[config.mk]
export PLATFORM = sky130hd
export DESIGN_NAME = multi_channel_message_queue_unit
export DESIGN_NICKNAME = d
export VERILOG_FILES = /design/src/rtl/core/mcmq_pkg.sv /design/src/rtl/core/multi_channel_message_queue_unit.sv /design/src/rtl/core/mcmq_ctrl.sv /design/src/rtl/core/mcmq_datapath.sv
export VERILOG_INCLUDE_DIRS = /design/src /design/src/rtl/core
export SDC_FILE = /design/constraint.sdc
export NUM_CORES = 1
export LEC_CHECK = 0
export BUFFER_PORTS_ARGS = -buffer_cell sky130_fd_sc_hd__buf_2
export CORE_MARGIN = 3
export CORE_UTILIZATION = 50
export DETAILED_ROUTE_END_ITERATION = 8
export PLACE_DENSITY = 0.73
export SETUP_SLACK_MARGIN = 0.1
export SYNTH_ARGS = -nofsm -noshare
export SYNTH_HDL_FRONTEND = slang
export SYNTH_SLANG_ARGS = --single-unit
[constraint.sdc]
create_clock -name i_clk -period 4.3 [get_ports i_clk]
set_input_delay 0.645 -clock i_clk [delete_from_list [all_inputs] [get_ports i_clk]]
set_output_delay 0.645 -clock i_clk [all_outputs]
set_load 0.02 [all_outputs]
[src/rtl/core/multi_channel_message_queue_unit_assert.svh]
// Assertion macros used by the message queue datapath.
`ifndef MULTI_CHANNEL_MESSAGE_QUEUE_UNIT_ASSERT_SVH
`define MULTI_CHANNEL_MESSAGE_QUEUE_UNIT_ASSERT_SVH

// Same-cycle implication, checked on every rising edge outside reset.
`define MCMQ_ASSERT_IMP(label, clk, rst_n, ante, cons, msg) \
    label: assert property (@(posedge clk) disable iff (!rst_n) (ante) |-> (cons)) \
        else $error(msg);

// Next-cycle implication, checked on every rising edge outside reset.
`define MCMQ_ASSERT_NEXT(label, clk, rst_n, ante, cons, msg) \
    label: assert property (@(posedge clk) disable iff (!rst_n) (ante) |=> (cons)) \
        else $error(msg);

`endif

[src/rtl/core/mcmq_pkg.sv]
// Shared types and constants of the multi-channel message queue.
package mcmq_pkg;

    localparam int CH_FIELD_W = 4;
    localparam int MSG_W      = 8;
    localparam int STATUS_W   = 3;
    localparam int TDATA_W    = 16;

    // Result status codes.
    typedef enum logic [STATUS_W-1:0] {
        ST_DELIVERED    = 3'd0,
        ST_QUEUED       = 3'd1,
        ST_WAITING      = 3'd2,
        ST_BAD_CHANNEL  = 3'd3,
        ST_QUEUE_FULL   = 3'd4,
        ST_WAITERS_FULL = 3'd5
    } t_status;

    // Operation kinds.
    localparam logic KIND_SEND    = 1'b0;
    localparam logic KIND_RECEIVE = 1'b1;

    // Conditions reported by the datapath for the held transaction.
    typedef struct packed {
        logic kind;
        logic bad;
        logic wait_nz;
        logic wait_max;
        logic q_full;
        logic q_empty;
        logic out_free;
    } t_dp_status;

    // Commands issued by the controller.
    typedef struct packed {
        logic    load_item;
        logic    send_direct;
        logic    enqueue;
        logic    dequeue;
        logic    add_waiter;
        logic    load_out;
        logic    load_out_mem;
        t_status code;
    } t_dp_cmd;

endpackage

[src/rtl/core/multi_channel_message_queue_unit.sv]
// Top level of the multi-channel message queue.
// Path from input transaction to result: the held-transaction register, then the result
// register for sends, bad channels and blocked receives; a receive that pops a byte also
// passes the registered store read. No new transaction is taken until the last one has been
// evaluated and any store read done; a stalled result holds evaluation of the next one.
// Reset (synchronous, active low) clears all pointers, fill and waiting counts and the
// result valid flag; the store needs no clearing, as it is read only once written.
module multi_channel_message_queue_unit #(
    parameter int CHANNELS    = 4,
    parameter int QUEUE_DEPTH = 16,
    parameter int MAX_WAITERS = 15
) (
    input  logic                          i_clk,
    input  logic                          i_rst_n,
    input  logic                          s_tvalid,
    output logic                          s_tready,
    // s_tdata: [3:0] channel, [11:4] message, [15:12] zero
    input  logic [mcmq_pkg::TDATA_W-1:0]  s_tdata,
    // s_tuser: [0] kind
    input  logic                          s_tuser,
    output logic                          m_tvalid,
    input  logic                          m_tready,
    // m_tdata: [3:0] out_channel, [11:4] out_message, [15:12] zero
    output logic [mcmq_pkg::TDATA_W-1:0]  m_tdata,
    // m_tuser: [2:0] status
    output logic [mcmq_pkg::STATUS_W-1:0] m_tuser
);
    import mcmq_pkg::*;

    t_dp_cmd    cmd;
    t_dp_status dp_status;

    // Controller.
    mcmq_ctrl u_ctrl (
        .i_clk      (i_clk),
        .i_rst_n    (i_rst_n),
        .i_s_tvalid (s_tvalid),
        .o_s_tready (s_tready),
        .i_status   (dp_status),
        .o_cmd      (cmd)
    );

    // Datapath.
    mcmq_datapath #(
        .CHANNELS    (CHANNELS),
        .QUEUE_DEPTH (QUEUE_DEPTH),
        .MAX_WAITERS (MAX_WAITERS)
    ) u_datapath (
        .i_clk      (i_clk),
        .i_rst_n    (i_rst_n),
        .i_s_tdata  (s_tdata),
        .i_s_tuser  (s_tuser),
        .i_m_tready (m_tready),
        .o_m_tvalid (m_tvalid),
        .o_m_tdata  (m_tdata),
        .o_m_tuser  (m_tuser),
        .i_cmd      (cmd),
        .o_status   (dp_status)
    );

endmodule

[src/rtl/core/mcmq_ctrl.sv]
// Controller state machine of the multi-channel message queue.
module mcmq_ctrl (
    input  logic                i_clk,
    input  logic                i_rst_n,
    input  logic                i_s_tvalid,
    output logic                o_s_tready,
    input  mcmq_pkg::t_dp_status i_status,
    output mcmq_pkg::t_dp_cmd   o_cmd
);
    import mcmq_pkg::*;

    typedef enum logic [1:0] {
        S_IDLE,
        S_EVAL,
        S_READ
    } t_state;

    t_state r_state;
    t_state n_state;

    // Next state and command decode.
    always_comb begin
        n_state    = r_state;
        o_cmd      = '0;
        o_cmd.code = ST_DELIVERED;
        o_s_tready = 1'b0;
        unique case (r_state)
            S_IDLE: begin
                // No transaction is taken while reset is held.
                o_s_tready = i_rst_n;
                if (i_s_tvalid) begin
                    o_cmd.load_item = 1'b1;
                    n_state         = S_EVAL;
                end
            end
            S_EVAL: begin
                // Act only once the output register can take the result.
                if (i_status.out_free) begin
                    n_state = S_IDLE;
                    if (i_status.bad) begin
                        o_cmd.load_out = 1'b1;
                        o_cmd.code     = ST_BAD_CHANNEL;
                    end else if (i_status.kind == KIND_SEND) begin
                        o_cmd.load_out = 1'b1;
                        if (i_status.wait_nz) begin
                            o_cmd.send_direct = 1'b1;
                            o_cmd.code        = ST_DELIVERED;
                        end else if (i_status.q_full) begin
                            o_cmd.code = ST_QUEUE_FULL;
                        end else begin
                            o_cmd.enqueue = 1'b1;
                            o_cmd.code    = ST_QUEUED;
                        end
                    end else if (!i_status.q_empty) begin
                        o_cmd.dequeue = 1'b1;
                        n_state       = S_READ;
                    end else if (i_status.wait_max) begin
                        o_cmd.load_out = 1'b1;
                        o_cmd.code     = ST_WAITERS_FULL;
                    end else begin
                        o_cmd.load_out   = 1'b1;
                        o_cmd.add_waiter = 1'b1;
                        o_cmd.code       = ST_WAITING;
                    end
                end
            end
            S_READ: begin
                o_cmd.load_out_mem = 1'b1;
                n_state            = S_IDLE;
            end
            default: begin
                n_state = S_IDLE;
            end
        endcase
    end

    // State register.
    always_ff @(posedge i_clk) begin
        if (!i_rst_n) begin
            r_state <= S_IDLE;
        end else begin
            r_state <= n_state;
        end
    end

endmodule

[src/rtl/core/mcmq_datapath.sv]
// Datapath of the multi-channel message queue: channel state, store and result register.
module mcmq_datapath #(
    parameter int CHANNELS    = 4,
    parameter int QUEUE_DEPTH = 16,
    parameter int MAX_WAITERS = 15
) (
    input  logic                             i_clk,
    input  logic                             i_rst_n,
    input  logic [mcmq_pkg::TDATA_W-1:0]     i_s_tdata,
    input  logic                             i_s_tuser,
    input  logic                             i_m_tready,
    output logic                             o_m_tvalid,
    output logic [mcmq_pkg::TDATA_W-1:0]     o_m_tdata,
    output logic [mcmq_pkg::STATUS_W-1:0]    o_m_tuser,
    input  mcmq_pkg::t_dp_cmd                i_cmd,
    output mcmq_pkg::t_dp_status             o_status
);
    import mcmq_pkg::*;

    `include "multi_channel_message_queue_unit_assert.svh"

    localparam int CH_W    = (CHANNELS > 1) ? $clog2(CHANNELS) : 1;
    localparam int PTR_W   = $clog2(QUEUE_DEPTH);
    localparam int CNT_W   = $clog2(QUEUE_DEPTH + 1);
    localparam int WT_W    = $clog2(MAX_WAITERS + 1);
    localparam int DEPTH   = CHANNELS * QUEUE_DEPTH;
    localparam int ADDR_W  = $clog2(DEPTH);
    localparam int PAD_W   = TDATA_W - CH_FIELD_W - MSG_W;

    // Held transaction.
    logic                  r_kind;
    logic [CH_FIELD_W-1:0] r_channel;
    logic [MSG_W-1:0]      r_message;

    // Per-channel state.
    logic [PTR_W-1:0] r_rd_ptr [CHANNELS];
    logic [PTR_W-1:0] r_wr_ptr [CHANNELS];
    logic [CNT_W-1:0] r_fill   [CHANNELS];
    logic [WT_W-1:0]  r_wait   [CHANNELS];

    // Shared message store.
    logic [MSG_W-1:0] r_store [DEPTH];
    logic [MSG_W-1:0] r_rd_data;

    // Result register.
    logic                  r_out_valid;
    t_status               r_out_status;
    logic [CH_FIELD_W-1:0] r_out_channel;
    logic [MSG_W-1:0]      r_out_message;

    logic [CH_W-1:0]   ch_idx;
    logic [ADDR_W-1:0] wr_addr;
    logic [ADDR_W-1:0] rd_addr;
    logic [PTR_W-1:0]  wr_next;
    logic [PTR_W-1:0]  rd_next;

    assign ch_idx = r_channel[CH_W-1:0];

    // Store addresses: channel slice base plus pointer.
    assign wr_addr = ADDR_W'(ADDR_W'(ch_idx) * ADDR_W'(QUEUE_DEPTH) + ADDR_W'(r_wr_ptr[ch_idx]));
    assign rd_addr = ADDR_W'(ADDR_W'(ch_idx) * ADDR_W'(QUEUE_DEPTH) + ADDR_W'(r_rd_ptr[ch_idx]));

    // Pointer advance with wrap at the end of the slice.
    assign wr_next = (r_wr_ptr[ch_idx] == PTR_W'(QUEUE_DEPTH - 1)) ? '0 :
                     PTR_W'(r_wr_ptr[ch_idx] + 1'b1);
    assign rd_next = (r_rd_ptr[ch_idx] == PTR_W'(QUEUE_DEPTH - 1)) ? '0 :
                     PTR_W'(r_rd_ptr[ch_idx] + 1'b1);

    // Conditions for the controller.
    always_comb begin
        o_status.kind     = r_kind;
        o_status.bad      = ({1'b0, r_channel} >= (CH_FIELD_W + 1)'(CHANNELS));
        o_status.wait_nz  = (r_wait[ch_idx] != '0);
        o_status.wait_max = (r_wait[ch_idx] == WT_W'(MAX_WAITERS));
        o_status.q_full   = (r_fill[ch_idx] == CNT_W'(QUEUE_DEPTH));
        o_status.q_empty  = (r_fill[ch_idx] == '0);
        o_status.out_free = !r_out_valid || i_m_tready;
    end

    // Capture of an accepted transaction.
    always_ff @(posedge i_clk) begin
        if (!i_rst_n) begin
            r_kind    <= KIND_SEND;
            r_channel <= '0;
            r_message <= '0;
        end else if (i_cmd.load_item) begin
            r_kind    <= i_s_tuser;
            r_channel <= i_s_tdata[CH_FIELD_W-1:0];
            r_message <= i_s_tdata[CH_FIELD_W +: MSG_W];
        end
    end

    // Pointers, fill counts and waiting counts.
    always_ff @(posedge i_clk) begin
        if (!i_rst_n) begin
            for (int i = 0; i < CHANNELS; i++) begin
                r_rd_ptr[i] <= '0;
                r_wr_ptr[i] <= '0;
                r_fill[i]   <= '0;
                r_wait[i]   <= '0;
            end
        end else begin
            if (i_cmd.enqueue) begin
                r_wr_ptr[ch_idx] <= wr_next;
                r_fill[ch_idx]   <= CNT_W'(r_fill[ch_idx] + 1'b1);
            end
            if (i_cmd.dequeue) begin
                r_rd_ptr[ch_idx] <= rd_next;
                r_fill[ch_idx]   <= CNT_W'(r_fill[ch_idx] - 1'b1);
            end
            if (i_cmd.send_direct) begin
                r_wait[ch_idx] <= WT_W'(r_wait[ch_idx] - 1'b1);
            end
            if (i_cmd.add_waiter) begin
                r_wait[ch_idx] <= WT_W'(r_wait[ch_idx] + 1'b1);
            end
        end
    end

    // Store write and registered read.
    always_ff @(posedge i_clk) begin
        if (i_cmd.enqueue) begin
            r_store[wr_addr] <= r_message;
        end
        if (i_cmd.dequeue) begin
            r_rd_data <= r_store[rd_addr];
        end
    end

    // Result register: valid flag under reset, payload without.
    always_ff @(posedge i_clk) begin
        if (!i_rst_n) begin
            r_out_valid <= 1'b0;
        end else if (i_cmd.load_out || i_cmd.load_out_mem) begin
            r_out_valid <= 1'b1;
        end else if (i_m_tready) begin
            r_out_valid <= 1'b0;
        end
    end

    always_ff @(posedge i_clk) begin
        if (i_cmd.load_out) begin
            r_out_status  <= i_cmd.code;
            r_out_channel <= r_channel;
            r_out_message <= i_cmd.send_direct ? r_message : '0;
        end else if (i_cmd.load_out_mem) begin
            r_out_status  <= ST_DELIVERED;
            r_out_channel <= r_channel;
            r_out_message <= r_rd_data;
        end
    end

    assign o_m_tvalid = r_out_valid;
    assign o_m_tdata  = {{PAD_W{1'b0}}, r_out_message, r_out_channel};
    assign o_m_tuser  = r_out_status;

    // A channel never holds queued bytes and waiting receivers at once.
    `MCMQ_ASSERT_IMP(a_fill_xor_wait, i_clk, i_rst_n, !o_status.bad && !o_status.q_empty,
        !o_status.wait_nz, "channel holds bytes and waiting receivers together")

    // Bytes are queued only into a valid channel that has room and no waiter.
    `MCMQ_ASSERT_IMP(a_enqueue_legal, i_clk, i_rst_n, i_cmd.enqueue,
        !o_status.bad && !o_status.q_full && !o_status.wait_nz, "illegal enqueue")

    // A store read is always followed by loading its data into the result.
    `MCMQ_ASSERT_NEXT(a_read_then_load, i_clk, i_rst_n, i_cmd.dequeue,
        i_cmd.load_out_mem && !r_out_valid, "store read not followed by result load")

    // A new result is never loaded over one that is still waiting.
    `MCMQ_ASSERT_IMP(a_no_overwrite, i_clk, i_rst_n, i_cmd.load_out || i_cmd.load_out_mem,
        !r_out_valid || i_m_tready, "result overwritten before transfer")

endmodule

Word level (Yosys, flattened, before mapping):

Memories as Yosys holds them, arrays and structs flattened. A register that Yosys moved wholly into a read port is not among the register bits.
Index checks and enable logic that the tools add are counted.

* memories kept: 5
* logic and storage cells: 123
* output and inout bits: 21
* bits of input ports: 21
* bits in registers: 31
* RAM bits: 580

Memories
* u_datapath.r_store: words 64, bits a word 8, rd ports 1, clocked after Yosys merged registers in 1, wr ports 1, RTL line mcmq_datapath.sv:42 `logic [MSG_W-1:0] r_store [DEPTH];`
* u_datapath.r_fill: words 4, bits a word 5, rd ports 1, clocked after Yosys merged registers in 1, wr ports 4, RTL line mcmq_datapath.sv:38 `logic [CNT_W-1:0] r_fill [CHANNELS];`
* u_datapath.r_rd_ptr: words 4, bits a word 4, rd ports 1, clocked after Yosys merged registers in 1, wr ports 4, RTL line mcmq_datapath.sv:36 `logic [PTR_W-1:0] r_rd_ptr [CHANNELS];`
* u_datapath.r_wait: words 4, bits a word 4, rd ports 1, clocked after Yosys merged registers in 1, wr ports 4, RTL line mcmq_datapath.sv:39 `logic [WT_W-1:0] r_wait [CHANNELS];`
* u_datapath.r_wr_ptr: words 4, bits a word 4, rd ports 1, clocked after Yosys merged registers in 1, wr ports 4, RTL line mcmq_datapath.sv:37 `logic [PTR_W-1:0] r_wr_ptr [CHANNELS];`

* bitwise logic cells: 2
* equality and inequality tests: 8
* $lt $le $gt $ge: 1
* multiplexer cells: 78
* add/subtract/negate cells: 8
* reductions and logical operators: 13

Operators with widths (count)
* 2-bit 2-to-1 mux: 20
* 4-bit 2-to-1 mux: 9
* 1-bit 2-to-1 mux: 31
* 3-bit 2-to-1 mux: 10
* 8-bit 2-to-1 mux: 3
* 5-bit 2-to-1 mux: 4
* 4-bit by 1-bit adder with 4-bit output, second input constant: 3
* 6-bit by 4-bit adder with 6-bit output: 2
* 4-bit == test, second input constant: 3
* 4-bit OR reduction: 3
* 5-bit by 1-bit adder with 5-bit output, second input constant: 1
* 5-bit == test, second input constant: 1
* 5-bit zero test: 1
* 5-bit OR reduction: 1
* 5-bit by 1-bit subtractor with 5-bit output, second input constant: 1
* 4-bit by 3-bit greater-or-equal comparator with 1-bit output, second input constant: 1
* 2-bit inequality test, second input constant: 2
* 2-bit one-hot mux with 2 select lines: 1
* 2-bit nonzero test: 2
* 4-bit nonzero test: 1
* 4-bit by 1-bit subtractor with 4-bit output, second input constant: 1
* 2-bit by 1-bit == test with 1-bit output, second input constant: 1
* 2-bit == test, second input constant: 1
* 2-bit zero test: 1
* other kinds (4): 6

Depth between registers and ports, before layout:

* depth after elaboration: 13
* mapped depth: 14
* mapped depth without buffers: 11

Hierarchy:

A second synthesis with hierarchy kept.

* cells, all modules: 1505
* area total of the unflattened synthesis: 25396.9 um2

By module, submodules not included
* mcmq_datapath: seq. area each 18427.7 um2, cells an instance 1479, instances 1, area each 25187.9 um2
* mcmq_ctrl: seq. area each 40.0 um2, cells an instance 26, instances 1, area each 209.0 um2

Least setup slack after synthesis:

OpenSTA, ideal clock, no wires.

* kind: register to register
* from: register (tool-made name)
* to: memory u_datapath.r_store[27][0] (enable)
* required time: 3.930 ns
* data arrival time: 2.825 ns
* cell stages (with the launch flop): 9
* period minus slack after synthesis: 3.195 ns
* path slack: 1.105 ns
* setup time: 0.370 ns
* cells stage by stage: dfxtp_1 clkbuf_1 buf_2 mux4_2 or4_4 a2111oi_1 and2_2 nand2_2 nor2_1

RTL lines (RTL line)
* to (decl): mcmq_datapath.sv:42

==> results.py <==
metrics = {
    "setup_path": {
        "crit_type": "flop to flop",
        "crit_required_ns": 4.63,
        "crit_buf_inv": 2,
        "critPathCaptureType": "flop",
        "crit_top_cell": "buf_4",
        "slowest_delay_ns": 0.74,
        "cp.arrival_ns": 4.19,
        "worstPathCellList": "mux4_1 > or4_4 > a2111oi_1 > buf_4 > and2_2 > nand2_2 > nor2_1 > buf_4",
        "crit_family": "simple AND/OR/NAND/NOR gates",
        "critPathMaxFanout": 8,
        "cpMaxStageDelayCell": "mux4_1",
        "critPathLaunchType": "flop",
    },
    "detailed_routing": {
        "viasPerCell": 5.96,
        "totalWireLength_um": 58700,
        "via_count": 14100,
        "first_pass_iters": 5,
        "ant_nets": 0,
        "avgRoutedWirePerCell_um": 24.8,
        "drc": 0,
        "drt_iter0_markers": 1501,
    },
    "pwr": {
        "peakVddDrop_v": 0.000323,
        "power_density_nw_per_um2": 447,
        "p_leak_nw": 9.66,
    },
    "sta": {
        "rsz0062_at_grt": "false",
        "report.final.slew_viol_count": 0,
        "hold_viol": 0,
        "finalSetupViolCount": 0,
        "fmax_mhz": 258,
        "relSlewSlack_pct": 18.9,
        "finalClockSkew_ns": 0.0277,
        "tns_ns": 0,
        "period_minus_slack_ns": 3.87,
        "finalCritPeriodShare_pct": 90.0,
        "worst_pin_slew_ns": 1.21,
    },
    "cells_and_area": {
        "diodes": 0,
        "layout_common_cells": "edfxtp_1 (603), nor2_1 (131), nand2_1 (123), buf_4 (116), mux2i_1 (101)",
        "final_common_cell": "edfxtp_1",
        "stdcell_count": 2364,
        "layout-drive-gt1-share_pct": 21.5,
        "area_delta_synth_final_pct": 14.0,
        "fin_nets": 1677,
    },
    "placement": {
        "portBuffers": 33,
        "dp.final_hpwl_um": 37100,
        "place_congestion": 0.898,
        "placed_cells": 2251,
    },
    "logic_synthesis": {
        "synthMuxAreaShare_pct": 12.3,
        "synth_compound_gate_area_share_pct": 4.71,
        "synth_cell_type_count": 66,
        "synth_xor_area_share_pct": 0.277,
        "synth_edf_count": 603,
        "yosys.area.top_type_share_pct": 71.6,
        "async_flop_share_pct": 0,
        "syn_area_sq_um": 25300,
        "yosys.area_share.simple_pct": 7.43,
        "ys_seq_area_share_pct": 73.0,
        "syn_inst": 1510,
        "avgSynthCellArea_sq_um": 16.8,
        "ys_ff_latch": 621,
        "yosysWarningCount": 0,
        "synthFlopType": "edfxtp_1",
        "yosysTopAreaCell": "edfxtp_1",
        "synth_top_family_by_area": "multiplexers",
        "yosys-top-cells-area": "edfxtp_1 (72%), mux4_2 (7.2%), mux2i_1 (4.0%), nor2_1 (1.9%), nand2_1 (1.8%)",
        "yosys.area_share.adder_pct": 0.326,
    },
    "clock_tree": {
        "clock_sinks": 621,
        "ctsRootBufferMaster": "clkbuf_16",
        "cts_buffer_depth": 3,
        "cts_tree": "built",
        "cts_made_buffers": 61,
        "postCtsHoldBufs": 0,
        "post_cts_buffers": 0,
        "clkTransAtPathRegs_ns": 0.06,
        "cts_htree_levels": 2,
        "post_cts_resized": 0,
        "clk_latency_ns": 0.63,
    },
    "global_routing": {
        "gr-total-overflow": 0,
        "antenna_found_initial": 0,
        "grt_pass1_vias": 14000,
        "grt_pass1_wl_um": 88400,
        "globalRouteTotalUtil_pct": 22.2,
        "grt_max_degree": 67,
    },
    "floorplanning": {
        "die_y_um": 231,
        "start_util_pct": 51.2,
        "dieArea_sq_um": 53300,
        "design.core.area_sq_um": 49500,
        "die_w_um": 231,
        "io_pins": 42,
        "rows": 81,
    },
    "hold_path": {
        "hold_class": "input port to flop",
    },
    "run": {
        "cap_viol_max_count": 0,
    },
    "outcome": {
        "outcome": "finished, final reports clean",
    },
}
==> cell families (layout without fill, tap and decap cells) <==
logic type / Yosys count / count (layout)
AO/OA/AOI/OAI: 168 / 168
XOR/XNOR: 8 / 8
adder cells (fa/ha/maj): 6 / 6
buffers and inverters: 102 / 289
flip-flops: 621 / 621
multiplexers: 203 / 203
other: 1 / 4
AND/OR/NAND/NOR: 401 / 401
==> worst min-delay path: cells and delay by family <==
family          cells  cell delay (ns)
simple gates        1             0.04
buf+inv             1             0.09
compound gates      1             0.06
==> per-stage QoR <==
stage	hold slack (ns)	util [%]	worst slack, ns	instance area (sq um)	total power [mW]
after floorplan	0.434	-	1.11	25300	7.50
after global placement	0.469	54.4	0.595	26900	7.82
after detailed placement	0.481	54.4	0.501	26900	7.84
after CTS	0.220	58.3	0.448	28900	13.0
after global routing	0.246	58.3	0.313	28900	13.3
final	0.256	58.3	0.431	28900	12.9
==> worst paths after layout <==
path	from	end	slack (ns)	cells past startpoint
worst max register to register	flop	u_datapath.r_store[59][7]	0.43	8
worst min register to register	u_datapath.r_channel[0]	u_datapath.r_out_channel[0]	0.50	0
worst min-delay path	s_tdata[7]	u_datapath.r_message[3]	0.26	3
worst max-delay path	flop	u_datapath.r_store[59][7]	0.43	8
==> where the power goes <==
group | switching (mW) | internal, mW | total [mW]
registers | 0.0320 | 6.70 | 6.73
logic | 0.641 | 0.355 | 0.996
clock network | 2.19 | 2.98 | 5.17
==> state kept, by name, summed over array words and instances (netlist names), named ones only <==
register                  cells
u_ctrl.r_state                2
u_datapath.o_m_tuser          3
u_datapath.o_m_tvalid         1
u_datapath.r_channel          4
u_datapath.r_fill            20
u_datapath.r_kind             1
u_datapath.r_message          8
u_datapath.r_out_channel      4
u_datapath.r_out_message      8
u_datapath.r_rd_data          8
u_datapath.r_rd_ptr          16
u_datapath.r_store          512
u_datapath.r_wait            16
u_datapath.r_wr_ptr          16
==> final cells by class <==
class	count	area (sq um)
clock buffers	89	1700
clock inverters	24	236
fillers	3722	20600
inverters	20	81.3
multi-input cells	790	6340
flip-flops and latches	621	18500
well taps	664	831
repair buffers	156	1180
==> cells in the mapped netlist, types with 10 or more instances <==
cell type	number
mux2_2	19
edfxtp_1	603
clkbuf_1	28
buf_1	10
a21oi_1	26
dfxtp_1	18
and2_1	20
nor2_1	131
a22o_1	12
a21boi_0	13
o21ai_0	26
inv_1	19
a221oi_1	10
a211oi_1	31
nor3_1	18
buf_2	27
buf_4	11
mux2i_1	101
nand4_1	14
mux4_2	81
nand3_1	15
nor2b_1	17
nand2b_1	17
nand2_1	123
a22oi_1	13
==> layer usage <==
metal / vias to the layer above / global-route usage [%] / wire (um)
met5: - / 0 / 0
met4: 0 / 7.96 / 2010
met3: 132 / 4.54 / 5310
met2: 643 / 35.5 / 28000
met1: 7114 / 30.7 / 23400
li1: 6199 / - / -
No activity file was read; power rests on OpenSTA's default activity.
